<file path="src/rtl/core/hlg_pkg.sv">
// ---------------------------------------------------------------------------
// hlg_pkg
// Widths, constants and shared types of the Huber loss gradient unit.
// ---------------------------------------------------------------------------
package hlg_pkg;

   localparam int SAMPLE_W    = 16;
   localparam int MAX_COUNT   = 65536;
   localparam int DELTA_W     = 15;
   localparam int DELTA_RESET = 256;
   localparam int GRAD_W      = 17;
   localparam int MEAN_W      = 31;
   localparam int SUM_W       = 48;

   localparam int DIFF_W      = SAMPLE_W + 1;
   localparam int ABS_W       = SAMPLE_W;
   localparam int OP_W        = (ABS_W > DELTA_W) ? ABS_W : DELTA_W;
   localparam int PROD_W      = 2 * OP_W;
   localparam int DSQ_W       = 2 * DELTA_W;
   localparam int HDSQ_RESET  = (DELTA_RESET * DELTA_RESET + 1) / 2;
   localparam int COUNT_W     = $clog2(MAX_COUNT + 1);
   localparam int DIV_CNT_W   = $clog2(SUM_W + 1);
   localparam int QUEUE_DEPTH = 4;
   localparam int QPTR_W      = $clog2(QUEUE_DEPTH);

   typedef struct packed {
      logic signed [GRAD_W-1:0] gradient;
      logic [OP_W-1:0]          mul_a;
      logic [OP_W-1:0]          mul_b;
      logic                     in_band;
      logic                     last;
   } hlg_item_type;

   typedef struct packed {
      logic               start;
      logic [SUM_W-1:0]   dividend;
      logic [COUNT_W-1:0] divisor;
   } hlg_div_req_type;

   typedef struct packed {
      logic             done;
      logic [SUM_W-1:0] quotient;
   } hlg_div_rsp_type;

endpackage

</file>
<file path="src/rtl/core/hlg_if.sv">
// ---------------------------------------------------------------------------
// hlg_if
// Request and response channels of the Huber loss gradient unit.
// ---------------------------------------------------------------------------
interface hlg_req_if import hlg_pkg::*; ();
   logic                       valid;
   logic                       ready;
   logic signed [SAMPLE_W-1:0] predicted;
   logic signed [SAMPLE_W-1:0] truth;
   logic                       last;

   modport source (output valid, output predicted, output truth, output last, input ready);
   modport sink (input valid, input predicted, input truth, input last, output ready);
endinterface

interface hlg_rsp_if import hlg_pkg::*; ();
   logic                     valid;
   logic                     ready;
   logic signed [GRAD_W-1:0] gradient;
   logic [MEAN_W-1:0]        loss_mean;
   logic                     loss_valid;

   modport source (output valid, output gradient, output loss_mean, output loss_valid,
                   input ready);
   modport sink (input valid, input gradient, input loss_mean, input loss_valid,
                 output ready);
endinterface

</file>
<file path="src/rtl/core/huber_loss_gradient_unit.sv">
// ---------------------------------------------------------------------------
// huber_loss_gradient_unit
// Huber loss gradient over a stream of predicted and true Q8.8 values,
// with the mean batch loss in Q15.16 on the last request of each batch.
// ---------------------------------------------------------------------------
// The front takes a request in the cycle it arrives as long as its four-entry
// queue has room. The back handles one request at a time: fetch, multiply,
// accumulate, load of the response register, waiting while that register is
// still held. A request marked last adds the bit-serial division of the 48-bit
// loss sum by the element count. The user must write delta through csr_we and
// csr_wdata only while no request is in flight; the block does not enforce it.
module huber_loss_gradient_unit import hlg_pkg::*; (
   input  logic               clock,
   input  logic               reset,
   hlg_req_if.sink            req_ch,
   hlg_rsp_if.source          rsp_ch,
   input  logic               csr_we,
   input  logic [DELTA_W-1:0] csr_wdata
);

   logic [DELTA_W-1:0] delta_ff;
   logic [DSQ_W-1:0]   half_dsq_ff, half_dsq_in;
   logic [DSQ_W-1:0]   dsq;
   logic [DSQ_W:0]     dsq_rnd;

   hlg_item_type       front_item;
   hlg_item_type       queue_item;
   logic               push;
   logic               pop;
   logic               queue_full;
   logic               queue_empty;
   hlg_div_req_type    div_req;
   hlg_div_rsp_type    div_rsp;

   // half of delta squared, rounded up
   always_comb begin
      dsq         = DSQ_W'(csr_wdata) * DSQ_W'(csr_wdata);
      dsq_rnd     = {1'b0, dsq} + (DSQ_W+1)'(1);
      half_dsq_in = dsq_rnd[DSQ_W:1];
   end

   always_ff @(posedge clock) begin
      if (reset) begin
         delta_ff    <= DELTA_W'(DELTA_RESET);
         half_dsq_ff <= DSQ_W'(HDSQ_RESET);
      end else if (csr_we) begin
         delta_ff    <= csr_wdata;
         half_dsq_ff <= half_dsq_in;
      end
   end

   hlg_front u_front (
      .req_ch     (req_ch),
      .delta      (delta_ff),
      .queue_full (queue_full),
      .push       (push),
      .item       (front_item)
   );

   hlg_queue u_queue (
      .clock    (clock),
      .reset    (reset),
      .push     (push),
      .item_in  (front_item),
      .pop      (pop),
      .item_out (queue_item),
      .full     (queue_full),
      .empty    (queue_empty)
   );

   hlg_div u_div (
      .clock   (clock),
      .reset   (reset),
      .div_req (div_req),
      .div_rsp (div_rsp)
   );

   hlg_back u_back (
      .clock       (clock),
      .reset       (reset),
      .item        (queue_item),
      .queue_empty (queue_empty),
      .half_dsq    (half_dsq_ff),
      .div_rsp     (div_rsp),
      .pop         (pop),
      .div_req     (div_req),
      .rsp_ch      (rsp_ch)
   );

endmodule

</file>
<file path="src/rtl/core/hlg_front.sv">
// ---------------------------------------------------------------------------
// hlg_front
// Accepts requests, forms the difference and classifies it against delta.
// ---------------------------------------------------------------------------
module hlg_front import hlg_pkg::*; (
   hlg_req_if.sink            req_ch,
   input  logic [DELTA_W-1:0] delta,
   input  logic               queue_full,
   output logic               push,
   output hlg_item_type       item
);

   logic signed [DIFF_W-1:0] diff;
   logic [DIFF_W-1:0]        diff_abs;
   logic [ABS_W-1:0]         mag;
   logic                     in_band;
   logic [GRAD_W-1:0]        delta_ext;

   assign diff      = DIFF_W'(req_ch.predicted) - DIFF_W'(req_ch.truth);
   assign diff_abs  = diff[DIFF_W-1] ? DIFF_W'(-diff) : DIFF_W'(diff);
   assign mag       = diff_abs[ABS_W-1:0];
   assign in_band   = OP_W'(mag) < OP_W'(delta);
   assign delta_ext = GRAD_W'(delta);

   assign req_ch.ready = !queue_full;
   assign push         = req_ch.valid && !queue_full;

   always_comb begin
      item.in_band = in_band;
      item.last    = req_ch.last;
      item.mul_b   = OP_W'(mag);
      if (in_band) begin
         item.gradient = GRAD_W'(diff);
         item.mul_a    = OP_W'(mag);
      end else begin
         item.gradient = diff[DIFF_W-1] ? $signed(-delta_ext) : $signed(delta_ext);
         item.mul_a    = OP_W'(delta);
      end
   end

endmodule

</file>
<file path="src/rtl/core/hlg_queue.sv">
// ---------------------------------------------------------------------------
// hlg_queue
// Short queue of classified requests between front and back.
// ---------------------------------------------------------------------------
module hlg_queue import hlg_pkg::*; (
   input  logic         clock,
   input  logic         reset,
   input  logic         push,
   input  hlg_item_type item_in,
   input  logic         pop,
   output hlg_item_type item_out,
   output logic         full,
   output logic         empty
);

   hlg_item_type        entry_ff [QUEUE_DEPTH];
   logic [QPTR_W-1:0]   wr_ptr_ff, wr_ptr_in;
   logic [QPTR_W-1:0]   rd_ptr_ff, rd_ptr_in;
   logic [QPTR_W:0]     fill_ff, fill_in;
   logic                do_pop;

   assign full     = fill_ff == (QPTR_W+1)'(QUEUE_DEPTH);
   assign empty    = fill_ff == '0;
   assign do_pop   = pop && !empty;
   assign item_out = entry_ff[rd_ptr_ff];

   always_comb begin
      wr_ptr_in = push ? wr_ptr_ff + 1'b1 : wr_ptr_ff;
      rd_ptr_in = do_pop ? rd_ptr_ff + 1'b1 : rd_ptr_ff;
      fill_in   = fill_ff + (QPTR_W+1)'(push) - (QPTR_W+1)'(do_pop);
   end

   always_ff @(posedge clock) begin
      if (reset) begin
         wr_ptr_ff <= '0;
         rd_ptr_ff <= '0;
         fill_ff   <= '0;
      end else begin
         wr_ptr_ff <= wr_ptr_in;
         rd_ptr_ff <= rd_ptr_in;
         fill_ff   <= fill_in;
      end
   end

   always_ff @(posedge clock) begin
      if (push) begin
         entry_ff[wr_ptr_ff] <= item_in;
      end
   end

endmodule

</file>
<file path="src/rtl/core/hlg_div.sv">
// ---------------------------------------------------------------------------
// hlg_div
// Restoring divider, one quotient bit per cycle, for the batch mean.
// ---------------------------------------------------------------------------
module hlg_div import hlg_pkg::*; (
   input  logic            clock,
   input  logic            reset,
   input  hlg_div_req_type div_req,
   output hlg_div_rsp_type div_rsp
);

   logic                 busy_ff;
   logic                 done_ff;
   logic [DIV_CNT_W-1:0] cnt_ff;
   logic [SUM_W-1:0]     quo_ff, quo_in;
   logic [COUNT_W-1:0]   rem_ff, rem_in;
   logic [COUNT_W-1:0]   divisor_ff;
   logic [COUNT_W:0]     trial;
   logic                 ge;

   always_comb begin
      trial  = {rem_ff, quo_ff[SUM_W-1]};
      ge     = trial >= {1'b0, divisor_ff};
      rem_in = ge ? COUNT_W'(trial - {1'b0, divisor_ff}) : trial[COUNT_W-1:0];
      quo_in = {quo_ff[SUM_W-2:0], ge};
   end

   assign div_rsp.done     = done_ff;
   assign div_rsp.quotient = quo_ff;

   always_ff @(posedge clock) begin
      if (reset) begin
         busy_ff <= 1'b0;
         done_ff <= 1'b0;
         cnt_ff  <= '0;
      end else begin
         done_ff <= 1'b0;
         if (div_req.start) begin
            busy_ff    <= 1'b1;
            cnt_ff     <= DIV_CNT_W'(SUM_W);
            quo_ff     <= div_req.dividend;
            rem_ff     <= '0;
            divisor_ff <= div_req.divisor;
         end else if (busy_ff) begin
            quo_ff <= quo_in;
            rem_ff <= rem_in;
            cnt_ff <= cnt_ff - 1'b1;
            if (cnt_ff == DIV_CNT_W'(1)) begin
               busy_ff <= 1'b0;
               done_ff <= 1'b1;
            end
         end
      end
   end

endmodule

</file>
<file path="src/rtl/core/hlg_back.sv">
// ---------------------------------------------------------------------------
// hlg_back
// Computes the element loss, keeps the batch sum and count, forms the mean
// and holds the response register.
// ---------------------------------------------------------------------------
module hlg_back import hlg_pkg::*; (
   input  logic             clock,
   input  logic             reset,
   input  hlg_item_type     item,
   input  logic             queue_empty,
   input  logic [DSQ_W-1:0] half_dsq,
   input  hlg_div_rsp_type  div_rsp,
   output logic             pop,
   output hlg_div_req_type  div_req,
   hlg_rsp_if.source        rsp_ch
);

   typedef enum logic [2:0] {
      ST_IDLE,
      ST_MUL,
      ST_ACC,
      ST_DIV,
      ST_EMIT
   } state_type;

   state_type                state_ff;
   hlg_item_type             item_ff;
   logic [PROD_W-1:0]        prod_ff;
   logic [PROD_W-1:0]        eloss;
   logic [SUM_W-1:0]         sum_ff, sum_in;
   logic [SUM_W:0]           sum_wide;
   logic [COUNT_W-1:0]       count_ff, count_in;
   logic signed [GRAD_W-1:0] grad_pend_ff;
   logic [MEAN_W-1:0]        mean_pend_ff;
   logic                     lvalid_pend_ff;
   logic [MEAN_W-1:0]        mean_sat;
   logic                     rsp_valid_ff;
   logic signed [GRAD_W-1:0] rsp_grad_ff;
   logic [MEAN_W-1:0]        rsp_mean_ff;
   logic                     rsp_lvalid_ff;

   always_comb begin
      eloss    = item_ff.in_band ? (prod_ff >> 1) : (prod_ff - PROD_W'(half_dsq));
      sum_wide = {1'b0, sum_ff} + (SUM_W+1)'(eloss);
      sum_in   = sum_wide[SUM_W] ? '1 : sum_wide[SUM_W-1:0];
      count_in = (count_ff < COUNT_W'(MAX_COUNT)) ? count_ff + 1'b1 : count_ff;
      mean_sat = (div_rsp.quotient[SUM_W-1:MEAN_W] != '0) ? '1
                                                           : div_rsp.quotient[MEAN_W-1:0];
   end

   assign pop              = (state_ff == ST_IDLE) && !queue_empty;
   assign div_req.start    = (state_ff == ST_ACC) && item_ff.last;
   assign div_req.dividend = sum_in;
   assign div_req.divisor  = count_in;

   assign rsp_ch.valid      = rsp_valid_ff;
   assign rsp_ch.gradient   = rsp_grad_ff;
   assign rsp_ch.loss_mean  = rsp_mean_ff;
   assign rsp_ch.loss_valid = rsp_lvalid_ff;

   always_ff @(posedge clock) begin
      if (reset) begin
         state_ff     <= ST_IDLE;
         rsp_valid_ff <= 1'b0;
         sum_ff       <= '0;
         count_ff     <= '0;
      end else begin
         if (rsp_valid_ff && rsp_ch.ready && (state_ff != ST_EMIT)) begin
            rsp_valid_ff <= 1'b0;
         end
         case (state_ff)
            ST_IDLE: begin
               if (!queue_empty) begin
                  item_ff  <= item;
                  state_ff <= ST_MUL;
               end
            end
            ST_MUL: begin
               prod_ff  <= item_ff.mul_a * item_ff.mul_b;
               state_ff <= ST_ACC;
            end
            ST_ACC: begin
               grad_pend_ff <= item_ff.gradient;
               if (item_ff.last) begin
                  sum_ff   <= '0;
                  count_ff <= '0;
                  state_ff <= ST_DIV;
               end else begin
                  sum_ff         <= sum_in;
                  count_ff       <= count_in;
                  mean_pend_ff   <= '0;
                  lvalid_pend_ff <= 1'b0;
                  state_ff       <= ST_EMIT;
               end
            end
            ST_DIV: begin
               if (div_rsp.done) begin
                  mean_pend_ff   <= mean_sat;
                  lvalid_pend_ff <= 1'b1;
                  state_ff       <= ST_EMIT;
               end
            end
            ST_EMIT: begin
               if (!rsp_valid_ff || rsp_ch.ready) begin
                  rsp_valid_ff  <= 1'b1;
                  rsp_grad_ff   <= grad_pend_ff;
                  rsp_mean_ff   <= mean_pend_ff;
                  rsp_lvalid_ff <= lvalid_pend_ff;
                  state_ff      <= ST_IDLE;
               end
            end
            default: begin
               state_ff <= ST_IDLE;
            end
         endcase
      end
   end

endmodule

</file>
<file path="src/flat_wrapper.sv">
// flat-port wrapper written by rule: the top's interface ports become plain ports
module huber_loss_gradient_unit_flat import hlg_pkg::*;
  (clock, reset, csr_we, csr_wdata, req_ch_valid, req_ch_predicted, req_ch_truth, req_ch_last, req_ch_ready, rsp_ch_valid, rsp_ch_gradient, rsp_ch_loss_mean, rsp_ch_loss_valid, rsp_ch_ready);
  hlg_req_if req_ch_i ();
  hlg_rsp_if rsp_ch_i ();
  input  logic clock;
  input  logic reset;
  input  logic csr_we;
  input  logic [DELTA_W-1:0] csr_wdata;
  input wire logic [$bits(req_ch_i.valid)-1:0] req_ch_valid;
  input wire logic [$bits(req_ch_i.predicted)-1:0] req_ch_predicted;
  input wire logic [$bits(req_ch_i.truth)-1:0] req_ch_truth;
  input wire logic [$bits(req_ch_i.last)-1:0] req_ch_last;
  output wire logic [$bits(req_ch_i.ready)-1:0] req_ch_ready;
  output wire logic [$bits(rsp_ch_i.valid)-1:0] rsp_ch_valid;
  output wire logic [$bits(rsp_ch_i.gradient)-1:0] rsp_ch_gradient;
  output wire logic [$bits(rsp_ch_i.loss_mean)-1:0] rsp_ch_loss_mean;
  output wire logic [$bits(rsp_ch_i.loss_valid)-1:0] rsp_ch_loss_valid;
  input wire logic [$bits(rsp_ch_i.ready)-1:0] rsp_ch_ready;
  assign req_ch_i.valid = req_ch_valid;
  assign req_ch_i.predicted = req_ch_predicted;
  assign req_ch_i.truth = req_ch_truth;
  assign req_ch_i.last = req_ch_last;
  assign req_ch_ready = req_ch_i.ready;
  assign rsp_ch_valid = rsp_ch_i.valid;
  assign rsp_ch_gradient = rsp_ch_i.gradient;
  assign rsp_ch_loss_mean = rsp_ch_i.loss_mean;
  assign rsp_ch_loss_valid = rsp_ch_i.loss_valid;
  assign rsp_ch_i.ready = rsp_ch_ready;
  huber_loss_gradient_unit u_core (.clock(clock), .reset(reset), .req_ch(req_ch_i), .rsp_ch(rsp_ch_i), .csr_we(csr_we), .csr_wdata(csr_wdata));
endmodule
</file>
<file path="config.mk">
export PLATFORM = sky130hd
export DESIGN_NAME = huber_loss_gradient_unit_flat
export DESIGN_NICKNAME = d
export VERILOG_FILES = /design/src/rtl/core/hlg_pkg.sv /design/src/rtl/core/hlg_if.sv /design/src/rtl/core/huber_loss_gradient_unit.sv /design/src/rtl/core/hlg_front.sv /design/src/rtl/core/hlg_queue.sv /design/src/rtl/core/hlg_div.sv /design/src/rtl/core/hlg_back.sv /design/src/flat_wrapper.sv
export SDC_FILE = /design/constraint.sdc
export NUM_CORES = 2
export LEC_CHECK = 0
export ABC_CLOCK_PERIOD_IN_PS = 6500
export BUFFER_PORTS_ARGS = -buffer_cell sky130_fd_sc_hd__buf_2
export CAP_MARGIN = 20
export CORE_UTILIZATION = 56
export CTS_CLUSTER_DIAMETER = 150
export DETAILED_ROUTE_END_ITERATION = 8
export GPL_TIMING_DRIVEN = 0
export PLACE_DENSITY = 0.75
export SLEW_MARGIN = 20
export SYNTH_ARGS = -nofsm -noshare
export SYNTH_HDL_FRONTEND = slang
export SYNTH_SLANG_ARGS = --single-unit
</file>
<file path="constraint.sdc">
create_clock -name clock -period 6.5 [get_ports clock]
set_clock_uncertainty 0.15 [all_clocks]
set_input_delay 0.65 -clock clock [delete_from_list [all_inputs] [get_ports clock]]
set_output_delay 0.65 -clock clock [all_outputs]
set_load 0.005 [all_outputs]
</file>
* After elaboration in Yosys (flattened, before gate mapping) *
Memory sizes are Yosys's and may differ from the RTL's. A register that Yosys moved wholly into a read port is not among the register bits.
Index checks and enable logic that the tools add are counted.

cells by class
  bitwise logic cells = 3
  $add $sub $neg = 13
  order comparisons = 3
  multipliers = 2
  equality and inequality tests = 11
  multiplexer cells = 35
  reductions and logical operators = 25

operators with widths
  kind                                            number
  2-to-1 mux 48 bit                               4
  2-to-1 mux 31 bit                               3
  2-to-1 mux 17 bit                               5
  case mux 31 bit (2 select lines)                1
  adder 48 x 32 -> 49 bit                         1
  2-to-1 mux 33 bit                               1
  multiplier 16 x 16 -> 32 bit                    1
  2-to-1 mux 32 bit                               1
  subtractor 32 x 30 -> 32 bit                    1
  adder 30 x 1 -> 31 bit (second input constant)  1
  multiplier 15 x 15 -> 30 bit                    1
  >= comparator 18 x 17 -> 1 bit                  1
  adder 17 x 1 -> 17 bit (second input constant)  1
  < comparator 17 bit (second input constant)     1
  negator 15 -> 17 bit                            1
  nonzero test 17 bit                             1
  subtractor 16 x 16 -> 17 bit                    1
  subtractor 17 bit                               1
  < comparator 16 x 15 -> 1 bit                   1
  2-to-1 mux 16 bit                               1
  negator 16 bit                                  1
  case mux 3 bit (5 select lines)                 1
  2-to-1 mux 3 bit                                4
  2-to-1 mux 6 bit                                2
  24 further kinds                                55

storage, ports and cells
  input port bits = 53
  logic and storage cells = 116
  memories kept = 1
  register bits after elaboration = 341
  RAM bits = 204
  output and inout port bits = 51

memory list
  memory                   words  bits a word  rd ports  clocked after memory_dff  wr ports  line             text
  u_core.u_queue.entry_ff  4      51           1         1                         1         hlg_queue.sv:16  hlg_item_type entry_ff [QUEUE_DEPTH];

* Logic depth before layout (Yosys ltp) *
  depth after elaboration = 5
  gate-level depth with buffers = 26
  depth with buffers taken out = 24

* Hierarchy *
From an unflattened synthesis, not the netlist that was laid out.

second synthesis, totals
  cells, all modules = 4207
  area total of the unflattened synthesis = 44934.3 um^2

modules (own cells, without submodules)
  module                    cells each  area each (um^2)  instances  seq. area each (um^2)
  hlg_back                  2258        21683.3           1          6816.5
  huber_loss_gradient_unit  902         7965.1            1          880.8
  hlg_queue                 312         7887.6            1          6306.0
  hlg_div                   373         4737.0            1          2622.5
  hlg_front                 362         2661.3            1          0.0

* Worst setup path after synthesis *
OpenSTA, ideal clock, no wires.

  path kind = input port to flip-flop
  start point = input csr_wdata[0]
  end point = register u_core.half_dsq_ff[22]
  path buffers = 1
  library setup time = 106 ps
  data required time = 6244 ps
  setup slack = -60 ps
  arrival time = 6304 ps
  stages = 24
  cell sequence = clkbuf_1 > and2_1 > fa_1 > inv_1 > fa_1 > inv_1 > fa_1 > inv_1 > fa_1 > inv_1 > fa_1 > inv_1 > fa_1 > inv_1 > ha_1 > o21a_1 > o211ai_1 > a211oi_1 > a21oi_1 > o21bai_1 > a21o_1 > a21oi_1 > or4b_2 > o311ai_0

between the ends
  cells in the longest elaborated chain, start to end = 2

RTL lines
  what                          line                            text
  start, declared               flat_wrapper.sv:9               input logic [DELTA_W-1:0] csr_wdata;
  multiplier 15 x 15 -> 30 bit  huber_loss_gradient_unit.sv:37  dsq = DSQ_W'(csr_wdata) * DSQ_W'(csr_wdata);
  adder 30 x 1 -> 31 bit        huber_loss_gradient_unit.sv:38  dsq_rnd = {1'b0, dsq} + (DSQ_W+1)'(1);
  end signal, assigned          huber_loss_gradient_unit.sv:45  half_dsq_ff <= DSQ_W'(HDSQ_RESET);
  end signal, assigned          huber_loss_gradient_unit.sv:48  half_dsq_ff <= half_dsq_in;
  end, declared                 huber_loss_gradient_unit.sv:22  logic [DSQ_W-1:0] half_dsq_ff, half_dsq_in;

No other way between the ends.
A chain may end at the register's enable or synchronous reset.

* Worst setup path after layout *
  start point = register u_core.u_back.item_ff[8] (netlist name)
  end point = register u_core.u_back.prod_ff[31] (data pin)

between the ends
  cells in the longest elaborated chain, start to end = 1

RTL lines
  what                          line            text
  start, declared               hlg_back.sv:27  hlg_item_type item_ff;
  start signal, assigned        hlg_back.sv:74  item_ff <= item;
  multiplier 16 x 16 -> 32 bit  hlg_back.sv:79  prod_ff <= item_ff.mul_a * item_ff.mul_b;
  end signal, assigned          hlg_back.sv:79
  end, declared                 hlg_back.sv:28  logic [PROD_W-1:0] prod_ff;

No other way between the ends.

==> results.md <==
- Status: complete, but fails checks
- Failing checks: negative setup slack
- Worst-Margin Slew: 1.024 ns
- Final min period: 6.562 ns
- Die height: 280.2 microns
- Overall die width: ~280 microns
- Sink Count: 590
- EDFF count, synth: 462
- Arrival time worst endpoint: 6.75 ns
- Finished Core Util: 0.6415
- Synth area leader: edfxtp_1
- IO buf count: approximately 100
- Number of global-route vias before repair: 31670
- Post-synthesis mux area share: 0.04762
- Warnings from Yosys: 0
- First-pass GRT wire length: 173.1 mm
- Number of CTS-inserted buffers: 60
- Worst-skew pair later-pin latency: about 0.62 ns
- Final Max Slew Viols: 0
- Asr flop ratio synth: 0
- Hold Buf Count CTS: 0
- Post-synth top flop: edfxtp_1
- Setup_tns: -0.06236 ns
- DP HPWL: 81.69 mm
- Wirelength, routed: approximately 110 mm
- Endpoints failing setup: 1
- GRT Overall Usage: 0.2845
- Vias/cell: around 6
- Synth Area in Compound Gates: 0.1047
- Multi-input gate area: 24710 sq um
- Largest net degree at the start of global routing: 51
- P&R area growth vs syn: 12.95%
- Combinational family with the most area after synthesis: adder cells
- Grt ovf: 0
- Sequential Area: approximately 16000 sq um
- #FFs+latches synth: 590
- Slew margin rel.: 0.3176
- Synth Area in Adders: 0.2469
- Number of routed nets with antenna violations: 0
- Row cnt: 101
- Xor/xnor share of the synthesized area: 0.03815
- Synthesized cell area: 43350 sq um
- Nets: between 5000 and 6000
- Initial antenna violation count: 3
- Die ar.: about 79000 sq um
- H-tree depth: 2
- Routed wire per std cell: 20.43 microns
- Synth top area share: 0.3200
- I/O pins: 104
- Hold Violations, Final: 0
- Yosys cell types: 91
- RSZ-0062 raised after global routing: yes
- Worst Path Max Fanout: 5
- Clock-pin slew on the worst setup and hold paths: about 0.070 ns
- Post-synthesis cell count: 4071
- Critical path required time: approximately 6.7 ns
- Simple logic cell fraction of the synthesized area: 0.1185
- Avg Cell Area, Syn: between 10 and 15 sq um
- Vias: 31450
- Final Cell Area: about 49000 sq um
- Fill cell count: 5904
- Worst setup path class: reg2reg
- Starting Density: 0.5680
- Core ar.: approximately 76000 sq um
- FMAX: 0.1524 GHz
- Worst min-delay path category: in2reg
- Layout cell share with drive strength beyond 1: 0.1254
- TritonCTS clock tree: done
- CP endpoint kind: flop
- Synth area leaders: edfxtp_1 32%, fa_1 16%, ha_1 9.2%
- Max clock buf depth: 3
- Worst setup margin: -0.06236 ns
- Pre-antenna DRT Iters: 5
- DR iter-0 viols: 2845
- GPL Wtd Cong: around 0.96
- Seq/Total Area, Yosys: 0.3791
- Clk Tree Root Cell: clkbuf_16
- Critical Path Source Type: flop
- Area of placed instances: 45500 sq um
- Max Cap Viol: 0
- DRC violations left: 0
- Period Utilization, post-route: 1.010
==> stage by stage <==
step           worst slack, ns  hold slack [ns]  instances
6_report              -0.06236           0.1084       5393
3_5_place_dp            -1.342           0.2545       5225
2_1_floorplan         0.008501           0.2503       4074
4_1_cts               -0.06014          0.08464       5375
5_1_grt                -0.2442           0.1004       5393
3_3_place_gp            -2.097           0.2515       5206
==> critical path: stages (launching register included) <==
cell and delay [ns]:
edfxtp_1 0.54, buf_6 0.20, and2_1 0.16, fa_1 0.48, inv_1 0.06, fa_1 0.41
fa_1 0.56, inv_2 0.04, fa_1 0.45, fa_1 0.52, inv_2 0.04, fa_1 0.50
inv_2 0.05, ha_4 0.23, a21o_1 0.19, a221oi_4 0.37, a2bb2oi_4 0.21, o21ai_4 0.10
a41o_1 0.28, a211oi_4 0.28, o31ai_2 0.12, a21oi_2 0.20, xnor2_2 0.13
==> layout by cell type, fill, tap and decap left out, types with 62 or more instances in the layout <==
cell type,count
edfxtp_1,462
nand2_1,398
buf_4,72
xnor2_1,125
ha_1,307
o21ai_0,126
dfxtp_1,127
a21oi_1,152
clkbuf_16,62
a21o_1,67
mux2i_1,62
clkbuf_1,94
inv_1,567
and2_1,163
fa_1,333
buf_2,102
nor2_1,223
==> flip-flops by register name, indices dropped and copies added, names as in the netlist, 2 cells and up <==
name and flops:
u_core.u_back.sum_ff 48, u_core.u_back.rsp_ch.gradient 17, u_core.u_back.grad_pend_ff 17, u_core.u_div.divisor_ff 17, u_core.half_dsq_ff 30, u_core.u_div.quo_ff 48
u_core.u_back.count_ff 17, u_core.u_div.cnt_ff 6, u_core.u_back.prod_ff 32, u_core.u_queue.fill_ff 3, u_core.u_back.item_ff 50, u_core.u_back.state_ff 3
u_core.u_back.rsp_ch.loss_mean 31, u_core.u_back.mean_pend_ff 31, u_core.u_queue.entry_ff 200, u_core.u_queue.rd_ptr_ff 2, u_core.delta_ff 14, u_core.u_queue.wr_ptr_ff 2
u_core.u_div.rem_ff 17
==> kinds of logic after synthesis <==
| group | after synthesis |
|---|---|
| and+or+nand+nor | 1076 |
| other | 1 |
| xor gates and xnor gates | 188 |
| DFF | 590 |
| adders and majority gates | 654 |
| AOI/OAI and AO/OA | 685 |
| buffers and inverters | 742 |
| muxes | 135 |
==> final timing paths <==
check	start	end	slack [ns]	cells past startpoint
max	u_core.u_back.item_ff[8]	u_core.u_back.prod_ff[31]	-0.06	22
min	req_ch_last	u_core.u_queue.entry_ff[2][0]	0.11	1
max reg2reg	u_core.u_back.item_ff[8]	u_core.u_back.prod_ff[31]	-0.06	22
min reg2reg	u_core.u_back.grad_pend_ff[10]	u_core.u_back.rsp_ch.gradient[10]	0.27	0
==> repair_timing <==
item / 4_1_cts / 5_1_grt
setup endpoints to repair: 118 / 188
gates resized for setup: 124 / 121
setup buffers: 48 / 17
cloned: 0 / 2
pin swaps: 21 / 46
==> cells in the mapped netlist (67+ instances only) <==
cell type / instances
a21o_1: 67
a21oi_1: 161
and2_1: 172
clkbuf_1: 140
dfxtp_1: 128
edfxtp_1: 462
fa_1: 336
ha_1: 318
inv_1: 580
nand2_1: 400
nor2_1: 229
o21ai_0: 129
xnor2_1: 132
==> routing by layer <==
| metal | GRT usage | wire, microns | share of wire |
|---|---|---|---|
| met1 | 0.3612 | 43460 | 0.39 |
| met2 | 0.4862 | 53600 | 0.49 |
| met3 | 0.04122 | 7873 | 0.071 |
| met4 | 0.1206 | 5214 | 0.047 |
| met5 | 0 | 22 | 0.00020 |
==> area by class of cell <==
class	instances	area share
Multi-Input combinational cell	2742	0.5047
Clock buffer	65	0.03104
Timing Repair Buffer	188	0.02836
Inverter	581	0.04454
Buffer	149	0.01686
Tap cell	1030	0.02632
Clock inverter	47	0.01247
Sequential cell	590	0.3357
Antenna cell	1	0.00005110
Power is left out: the tool's default activity adds up to more than one toggle a clock period on the data nets, which glitch-free logic cannot reach.
